===== src/rtl/msalu_pkg.sv =====
// ----------------------------------------------------------------------------
// msalu_pkg: shared types and constants for the masked SIMD integer ALU
// Opcodes, word formats, lane pipeline stage record and depth constants.
// ----------------------------------------------------------------------------
package msalu_pkg;

    localparam int MAX_LANES  = 2;
    localparam int LANE_W     = 32;
    localparam int DIV_STEPS  = LANE_W;

    localparam logic [3:0] OP_SET   = 4'd0;
    localparam logic [3:0] OP_MOVE  = 4'd1;
    localparam logic [3:0] OP_ADD   = 4'd2;
    localparam logic [3:0] OP_SUB   = 4'd3;
    localparam logic [3:0] OP_MUL   = 4'd4;
    localparam logic [3:0] OP_DIV   = 4'd5;
    localparam logic [3:0] OP_ABS   = 4'd6;
    localparam logic [3:0] OP_GT    = 4'd7;
    localparam logic [3:0] OP_LT    = 4'd8;
    localparam logic [3:0] OP_EQ    = 4'd9;
    localparam logic [3:0] OP_NOT   = 4'd10;
    localparam logic [3:0] OP_OR    = 4'd11;
    localparam logic [3:0] OP_AND   = 4'd12;
    localparam logic [3:0] OP_COUNT = 4'd13;
    localparam logic [3:0] OP_FIRST = 4'd14;

    typedef struct packed {
        logic [3:0]         op;
        logic [63:0]        vec_a;
        logic [63:0]        vec_b;
        logic signed [31:0] scalar;
        logic [1:0]         lane_mask;
        logic [63:0]        old_vec;
        logic [1:0]         old_mask;
    } cmd_t;

    typedef struct packed {
        logic [63:0] result_vec;
        logic [1:0]  result_mask;
        logic [1:0]  bit_count;
    } rsp_t;

    // One stage of a lane: divider state plus the already finished result.
    typedef struct packed {
        logic [LANE_W-1:0] rem;
        logic [LANE_W-1:0] dq;
        logic [LANE_W-1:0] dvs;
        logic              neg;
        logic              dz;
        logic              div;
        logic [LANE_W-1:0] res;
        logic              cmp;
    } lane_stage_t;

    // Control that travels beside the lanes to the merge stage.
    typedef struct packed {
        logic [3:0] op;
        logic [1:0] lane_mask;
        logic [1:0] old_mask;
        logic [1:0] first_ones;
    } ctl_t;

endpackage


===== src/rtl/msalu_merge.sv =====
// ----------------------------------------------------------------------------
// msalu_merge: combine lane results
// Pack lane words and build the mask result and population count.
// ----------------------------------------------------------------------------
module msalu_merge (
    input  msalu_pkg::ctl_t                                 ctl,
    input  logic [msalu_pkg::MAX_LANES-1:0]                 active,
    input  logic [msalu_pkg::MAX_LANES-1:0]                 cmp,
    input  logic [msalu_pkg::MAX_LANES*msalu_pkg::LANE_W-1:0] words,
    output msalu_pkg::rsp_t                                 rsp
);

    logic [1:0] lm;

    assign lm = ctl.lane_mask & active;

    always_comb
    begin
        rsp.result_vec = words;
        rsp.bit_count  = '0;
        case (ctl.op) inside
            msalu_pkg::OP_GT, msalu_pkg::OP_LT, msalu_pkg::OP_EQ:
                rsp.result_mask = (lm & cmp) | (~lm & ctl.old_mask);
            msalu_pkg::OP_NOT:
                rsp.result_mask = (active & ~ctl.lane_mask) | (~active & ctl.old_mask);
            msalu_pkg::OP_OR:
                rsp.result_mask = (active & (ctl.lane_mask | ctl.old_mask))
                                | (~active & ctl.old_mask);
            msalu_pkg::OP_AND:
                rsp.result_mask = (active & ctl.lane_mask & ctl.old_mask)
                                | (~active & ctl.old_mask);
            msalu_pkg::OP_FIRST:
                rsp.result_mask = (active & ctl.first_ones) | (~active & ctl.old_mask);
            msalu_pkg::OP_COUNT:
            begin
                rsp.result_mask = ctl.old_mask;
                rsp.bit_count   = {lm[1] & lm[0], lm[1] ^ lm[0]};
            end
            default:
                rsp.result_mask = ctl.old_mask;
        endcase
    end

endmodule

===== config.mk =====
export PLATFORM = sky130hd
export DESIGN_NAME = msalu_merge
export DESIGN_NICKNAME = d
export VERILOG_FILES = /design/src/rtl/msalu_pkg.sv /design/src/rtl/msalu_merge.sv
export SDC_FILE = /design/constraint.sdc
export NUM_CORES = 1
export LEC_CHECK = 0
export BUFFER_PORTS_ARGS = -buffer_cell sky130_fd_sc_hd__buf_2
export CORE_MARGIN = 4
export CORE_UTILIZATION = 30
export DETAILED_ROUTE_END_ITERATION = 8
export GPL_ROUTABILITY_DRIVEN = 1
export GPL_TIMING_DRIVEN = 0
export PLACE_DENSITY = 0.92
export SLEW_MARGIN = 0
export SYNTH_ARGS = -nofsm -noshare
export SYNTH_HDL_FRONTEND = slang
export SYNTH_SLANG_ARGS = --single-unit

===== constraint.sdc =====
create_clock -name vclk -period 3.42
set_clock_uncertainty 0.15 [all_clocks]
set_input_delay 0.684 -clock vclk [all_inputs]
set_output_delay 0.684 -clock vclk [all_outputs]
set_load 0.05 [all_outputs]

==> run_results.csv, run 1 <==
group,metric,value,unit
run_status,status,"complete, no violations",
power,p_int,0.00009429,W
floorplanning,die_h,59.95,um
global_route,antenna_found_initial,0,
timing,fin_hold_ws,1.520,ns
worst_setup_path,endpoint_kind,"primary output",
global_route,grt_overflow_total,0,
global_route,grtUsageTotal,11.04,%
timing,finalSetupViolCount,0,
yosys,synth_warnings,0,
global_route,grt_max_degree,11,
power,netSwitchingPower,0.0001963,W
cells_and_area,seq_cell_count,0,
cells_and_area,n_fill_cell,276,
timing,final_hold_viol_count,0,
cts,post_cts_buffers,0,
power,p_leak,0.7634,nW
cells_and_area,ff_latch_area,0,sq um
timing,grt_setup_unrepaired,"false",
routing,avgViaCountPerCell,4.270,
timing,relSlewSlack,69.96,%
power,pwr_density_cell,232.0,nW/um^2
cts,postCtsHoldBufs,0,
worst_setup_path,start_kind,"primary input",
yosys,synth_cells,115,
timing,fin_tns_setup,0,ns
power,swShare,67.55,%
yosys,syn_area_per_cell,7.039,sq um
place,dpl_worst_slack,0.6045,ns
floorplanning,dieArea,3593,sq um
place,port_buffers,81,
cells_and_area,nClkBuffers,0,
place,dp_hpwl,2263,um
floorplanning,ios,146,
floorplanning,initial_utilization,32.09,%
routing,dr.pass1.iters,4,
routing,wirelength,2434,um
floorplanning,die_w,59.95,um
worst_setup_path,worstSetupStartpoint,"ctl[9]",
timing,setup_ws,0.6086,ns
power,pwr-share-seq,0,%
cells_and_area,syn_to_final_growth,54.71,%
worst_setup_path,criticalPathCategory,"primary input to primary output",
place,gp_congestion,0.7412,
timing,period_minus_slack,2.811,ns
global_route,grt_first_pass_wirelength,3325,um
timing,fmax,355.7,MHz
power,pwr-share-clk,0,%
global_route,grt_pass1_vias,846,
timing,period_share,82.20,%
yosys,netlist.area_leader.share,60.28,%
yosys,yosysTopAreaCell,"buf_4",
run,max-cap-violations,0,
cts,ctsResizeCount,0,
timing,worstMarginPinSlew,0.4393,ns
routing,via_count,965,
floorplanning,core_area,2522,sq um
routing,post-route-drc-count,0,
power,ir_worst_vdd,0.1765,mV
yosys,syn-cell-area,809.5,sq um
yosys,syn-num-nets,194,
power,combinationalPowerShare,100.0,%
cells_and_area,diodes,0,
hold_path,min_from,"words[11]",
cells_and_area,drive_above_1_share,76.53,%
worst_setup_path,arrival,1.98,ns
place,dp_cells,226,
routing,final_antenna_net_count,0,
floorplanning,row_count,18,
worst_setup_path,critical_path_required,2.59,ns
yosys,yosysSeqAreaShare,0,%
hold_path,hp-class,"primary input to primary output",
routing,dr.first_iter.drc_count,3,
routing,routedWlPerCell,10.77,um
yosys,synth.distinct_cells,28,
cells_and_area,nets,277,
timing,drv_slew,0,
worst_setup_path,crit_fanout,10,
yosys,synthTopCellsByArea,"buf_4, a21oi_1, nand2_1",
cells_and_area,fin_cells,226,
==> cell usage after synthesis <==
master and number:
buf_4 65, nand2_1 6, a21oi_1 5, inv_1 5, nor2_1 4, a31oi_1 2, and2_1 2, and4b_1 2
nand2b_1 2, nor3b_1 2, o21ai_0 2, o22ai_1 2, a2111oi_0 1, a21boi_0 1, a221oi_2 1, and4b_4 1
buf_2 1, buf_6 1, ha_1 1, mux2_1 1, mux2i_1 1, nand4b_1 1, nor2b_1 1, nor3_1 1
nor4_1 1, o221ai_1 1, o31a_1 1, or2_1 1
==> metal layers <==
metal | GRT usage, % | wire length [um] | vias to the layer above
met1 | 12.12 | 687 | 404
li1 | - | - | 484
met3 | 0.4320 | 396 | 0
met5 | 0 | 0 | -
met4 | 0 | 0 | 0
met2 | 23.77 | 1350 | 77
==> through the flow <==
step                util, %  area, sq um  power [W]
detailed placement    49.65         1252  0.0002924
floorplan                 -        809.5  0.0002405
CTS                   49.65         1252  0.0002927
global route          49.65         1252  0.0003052
global placement      49.65         1252  0.0002901
finish                49.65         1252  0.0002906
==> placed cells by master, fill, tap and decap left out <==
cell / count
a2111oi_0: 1
a21boi_0: 1
a21oi_1: 5
a221oi_2: 1
a31oi_1: 2
and2_1: 2
and4b_1: 2
and4b_4: 1
buf_2: 82
buf_4: 65
buf_6: 1
ha_1: 1
inv_1: 5
mux2_1: 1
mux2i_1: 1
nand2_1: 6
nand2b_1: 2
nand4b_1: 1
nor2_1: 4
nor2b_1: 1
nor3_1: 1
nor3b_1: 2
nor4_1: 1
o21ai_0: 2
o221ai_1: 1
o22ai_1: 2
o31a_1: 1
or2_1: 1
==> worst paths after layout <==
kind	depth (start not counted)	slack, ns	endpoint
max	7	0.61	rsp[3]
min	2	1.52	rsp[15]
==> layout make-up <==
| class | instances | area [sq um] | area share, % |
|---|---|---|---|
| inverter | 5 | 18.77 | 1.499 |
| timing repair buffer | 81 | 405.4 | 32.37 |
| buffer | 67 | 504.2 | 40.26 |
| tap | 30 | 37.54 | 2.997 |
| multi-input combinational | 43 | 286.5 | 22.88 |
==> worst max-delay path: stages <==
cell	delay, ns
buf_2	0.10
buf_4	0.16
nor3b_1	0.15
or2_1	0.25
a221oi_2	0.23
mux2_1	0.15
buf_2	0.25
==> power by group through the flow <==
stage | logic (W) | registers, W | clock network, W
2_1_floorplan | 0.000240 | 0 | 0
3_3_place_gp | 0.000290 | 0 | 0
3_5_place_dp | 0.000292 | 0 | 0
4_1_cts | 0.000293 | 0 | 0
5_1_grt | 0.000305 | 0 | 0
6_report | 0.000291 | 0 | 0
==> cell families after synthesis <==
kind of cell             count (synthesis)  synth area share [%]
AND/OR/NAND/NOR                         24                 17.77
multiplexers                             2                 2.627
adder cells (fa/ha/maj)                  1                 1.545
AO/OA/AOI/OAI                           16                 13.45
buffers and inverters                   72                 64.61
Note: power is estimated with default switching activity, not from simulation.
==> inputs of run 2 (changes only) <==
--- a/config.mk
+++ b/config.mk
@@ -7,11 +7,11 @@
 export LEC_CHECK = 0
 export BUFFER_PORTS_ARGS = -buffer_cell sky130_fd_sc_hd__buf_2
 export CORE_MARGIN = 4
-export CORE_UTILIZATION = 30
+export CORE_UTILIZATION = 28
 export DETAILED_ROUTE_END_ITERATION = 8
 export GPL_ROUTABILITY_DRIVEN = 1
 export GPL_TIMING_DRIVEN = 0
-export PLACE_DENSITY = 0.92
+export PLACE_DENSITY = 0.87
 export SLEW_MARGIN = 0
 export SYNTH_ARGS = -nofsm -noshare
 export SYNTH_HDL_FRONTEND = slang
==> constraint.sdc (replaced) <==
create_clock -name vclk -period 2.6
set_clock_uncertainty 0.15 [all_clocks]
set_input_delay 0.52 -clock vclk [all_inputs]
set_output_delay 0.52 -clock vclk [all_outputs]
set_load 0.05 [all_outputs]
==> run_results.csv, run 2 (synthesis results as in run 1) <==
group,metric,value,unit
routing,wirelength,2429,um
worst_setup_path,max_stage_delay,0.25,ns
floorplanning,core_area,2758,sq um
cells_and_area,ff_latch_area,0,sq um
hold_path,hold-path-cell-count,2,
worst_setup_path,endpoint_kind,"primary output",
worst_setup_path,cp_common_cell,"buf_2",
cells_and_area,drive_above_1_share,77.55,%
cells_and_area,fin_cells,227,
cells_and_area,multi_input_area,297.8,sq um
routing,routedWlPerCell,10.70,um
routing,dr.first_iter.drc_count,4,
cells_and_area,n_fill_cell,298,
cells_and_area,nets,277,
cts,postCtsHoldBufs,0,
global_route,grtUsageTotal,9.683,%
global_route,grt_max_degree,11,
place,dp_hpwl,2285,um
place,dp_cells,227,
timing,finalSetupViolCount,0,
worst_setup_path,criticalPathCategory,"primary input to primary output",
hold_path,hp-class,"primary input to primary output",
worst_setup_path,crit_path_top_delay_cell,"buf_2",
run,max-cap-violations,0,
power,p_leak,0.7643,nW
cells_and_area,layout_commonest_cell,"buf_2",
power,pwr_density_cell,302.9,nW/um^2
timing,drv_slew,0,
worst_setup_path,path_delay_family,"buffers and inverters",
floorplanning,die_h,61.77,um
floorplanning,ios,146,
global_route,antenna_found_initial,0,
timing,period_share,94.80,%
cells_and_area,diodes,0,
routing,final_antenna_net_count,0,
worst_setup_path,arrival,1.79,ns
worst_setup_path,crit_buf_inv,3,
floorplanning,initial_utilization,29.36,%
run_status,status,"complete, no violations",
timing,fmax,405.7,MHz
cells_and_area,seq_cell_count,0,
cells_and_area,mostFrequentLayoutCells,"buf_2, buf_4, nand2_1",
cells_and_area,syn_to_final_growth,56.26,%
worst_setup_path,critical_path_required,1.93,ns
routing,avgViaCountPerCell,4.167,
timing,worstMarginPinSlew,0.3781,ns
timing,fin_tns_setup,0,ns
hold_path,min_to,"rsp[66]",
global_route,grt_overflow_total,0,
place,port_buffers,81,
timing,final_hold_viol_count,0,
hold_path,min_from,"words[62]",
worst_setup_path,start_kind,"primary input",
timing,period_minus_slack,2.465,ns
timing,grt_setup_unrepaired,"false",
routing,dr.pass1.iters,4,
floorplanning,dieArea,3816,sq um
cts,ctsResizeCount,0,
worst_setup_path,crit_fanout,10,
routing,post-route-drc-count,0,
timing,relSlewSlack,74.14,%
routing,via_count,946,
floorplanning,row_count,19,
place,gp_congestion,0.8506,
cells_and_area,nClkBuffers,0,
global_route,grt_pass1_vias,747,
worst_setup_path,crit_chain,"buf_2 -> buf_4 -> nor3b_1 -> or2_1 -> a221oi_2 -> mux2_1 -> buf_2",
floorplanning,die_w,61.77,um
cts,post_cts_buffers,0,
power,ir_worst_vdd,0.2545,mV
global_route,grt_first_pass_wirelength,2980,um
## run 2: how the worst max path moves through the flow
stage          startpoint     end  slack, ns  cells after the start
6_report           ctl[9]  rsp[3]       0.14                      7
3_5_place_dp       ctl[9]  rsp[3]       0.13                      7
2_1_floorplan      ctl[5]  rsp[1]       0.11                      4
4_1_cts            ctl[9]  rsp[3]       0.13                      7
5_1_grt            ctl[7]  rsp[3]      0.002                      7
3_3_place_gp       ctl[9]  rsp[3]       0.14                      7
## run 2: power breakdown
part / internal [W] / total (W) / switching [W] / leakage, nW
Clock: 0 / 0 / 0 / 0
Combinational: 0.000124 / 0.000383 / 0.000259 / 0.764
Sequential: 0 / 0 / 0 / 0
## run 2: area by class of cell
class,instances,area share (%)
plain buffers,67,39.86
repair buffers,81,32.05
multi-input cells,43,23.54
well taps,31,3.066
inverters,5,1.484
## run 2: routing by layer
| metal | vias up | share of wire, % | track usage, % |
|---|---|---|---|
| li1 | 479 | - | - |
| met1 | 393 | 29 | 10.59 |
| met2 | 74 | 54 | 20.78 |
| met3 | 0 | 17 | 0.8264 |
| met4 | 0 | 0 | 0 |
| met5 | - | 0 | 0 |
## run 2: through the flow
stage	power [W]	instance area [sq um]	utilization, %	hold slack (ns)	setup slack, ns
floorplan	0.0003174	820.8	-	1.054	0.1145
finish	0.0003831	1265	45.87	1.192	0.1353
CTS	0.0003863	1265	45.87	1.193	0.1285
global placement	0.0003824	1265	45.87	1.192	0.1369
global route	0.0004043	1265	45.87	1.195	0.001819
detailed placement	0.0003859	1265	45.87	1.193	0.1318
==> inputs of run 3 (changes only) <==
--- a/config.mk
+++ b/config.mk
@@ -12,7 +12,8 @@
 export GPL_ROUTABILITY_DRIVEN = 1
 export GPL_TIMING_DRIVEN = 0
 export PLACE_DENSITY = 0.87
-export SLEW_MARGIN = 0
+export RECOVER_POWER = 25
+export SLEW_MARGIN = 20
 export SYNTH_ARGS = -nofsm -noshare
 export SYNTH_HDL_FRONTEND = slang
 export SYNTH_SLANG_ARGS = --single-unit
==> run_results.csv, run 3 (synthesis results as in run 1) <==
group,metric,value,unit
run_status,status,"complete, no violations",
timing,relSlewSlack,60.42,%
global_route,grt_max_degree,11,
place,port_buffers,81,
cells_and_area,seq_cell_count,0,
cts,postCtsHoldBufs,0,
hold_path,hp-class,"primary input to primary output",
routing,met2_length,1319,um
place,gp_congestion,0.8506,
cells_and_area,diodes,0,
floorplanning,dieArea,3816,sq um
floorplanning,die_w,61.77,um
worst_setup_path,endpoint_kind,"primary output",
routing,avgViaCountPerCell,4.176,
cells_and_area,drive_above_1_share,69.39,%
timing,finalSetupViolCount,0,
floorplanning,row_count,19,
cells_and_area,ff_latch_area,0,sq um
routing,wirelength,2440,um
place,dp_cells,227,
routing,routedWlPerCell,10.75,um
timing,fin_tns_setup,0,ns
global_route,grt_overflow_total,0,
worst_setup_path,start_kind,"primary input",
routing,final_antenna_net_count,0,
timing,final_hold_viol_count,0,
cells_and_area,final_cell_area,1245,sq um
cells_and_area,nClkBuffers,0,
timing,fmax,406.0,MHz
cells_and_area,mostFrequentLayoutCells,"buf_2, buf_4, clkbuf_1",
cells_and_area,syn_to_final_growth,53.79,%
cells_and_area,multi_input_area,297.8,sq um
floorplanning,die_h,61.77,um
run,max-cap-violations,0,
cts,post_cts_buffers,0,
routing,dr.first_iter.drc_count,4,
global_route,antenna_found_initial,0,
cells_and_area,layout_commonest_cell,"buf_2",
floorplanning,core_area,2758,sq um
global_route,grtUsageTotal,9.683,%
floorplanning,ios,146,
timing,drv_slew,0,
cells_and_area,final_util,45.15,%
timing,period_share,94.73,%
cells_and_area,n_fill_cell,309,
cells_and_area,fin_cells,227,
cts,ctsResizeCount,0,
power,pwr_density_cell,305.1,nW/um^2
timing,setup_ws,0.1371,ns
cells_and_area,nets,277,
routing,met3_length,396,um
worst_setup_path,critical_path_required,1.93,ns
routing,via_count,948,
worst_setup_path,criticalPathCategory,"primary input to primary output",
place,dp_hpwl,2285,um
power,ir_worst_vdd,0.2540,mV
floorplanning,initial_utilization,29.36,%
timing,worstMarginPinSlew,0.5963,ns
routing,wl_met1,724,um
worst_setup_path,arrival,1.79,ns
routing,post-route-drc-count,0,
global_route,grt_pass1_vias,747,
timing,period_minus_slack,2.463,ns
worst_setup_path,crit_fanout,10,
routing,dr.max_layer_used,"met3",
timing,grt_setup_unrepaired,"false",
power,p_leak,0.7202,nW
routing,dr.pass1.iters,4,
global_route,grt_first_pass_wirelength,2980,um
place,placed_cell_area,1265,sq um
place,dpl_worst_slack,0.1318,ns
run 3: cell types whose count changed in the layout (fill, tap and decap cells not counted):
cell	change
clkbuf_1	+16
buf_2	-16
run 3: final cells by class:
cell class,instances,share of cell area [%]
Inverter,5,1.508
Tap cell,31,3.116
Buffer,67,40.50
Timing Repair Buffer,81,30.95
Multi-Input combinational cell,43,23.92
run 3: final timing paths:
path      end  cells after the start       from
min   rsp[66]                      2  words[62]
max    rsp[3]                      7     ctl[9]
run 3: report_power, final:
group / total (W) / leakage (nW) / switching (W) / internal (W)
Combinational: 0.000380 / 0.720 / 0.000260 / 0.000120
Clock: 0 / 0 / 0 / 0
Sequential: 0 / 0 / 0 / 0
run 3: metal layers:
layer / up-vias / GRT usage, %
met5: - / 0
met4: 0 / 0
met3: 0 / 0.8264
met2: 74 / 20.78
met1: 395 / 10.59
li1: 479 / -
run 3: critical path, cell delays in order:
cell	delay [ns]
buf_2	0.10
buf_4	0.16
nor3b_1	0.14
or2_1	0.24
a221oi_2	0.22
mux2_1	0.15
buf_2	0.25
run 3: metrics by stage:
step / total power (W) / hold slack, ns
floorplan: 0.0003174 / 1.054
global placement: 0.0003824 / 1.192
detailed placement: 0.0003859 / 1.193
CTS: 0.0003863 / 1.193
global route: 0.0004011 / 1.198
finish: 0.0003798 / 1.192
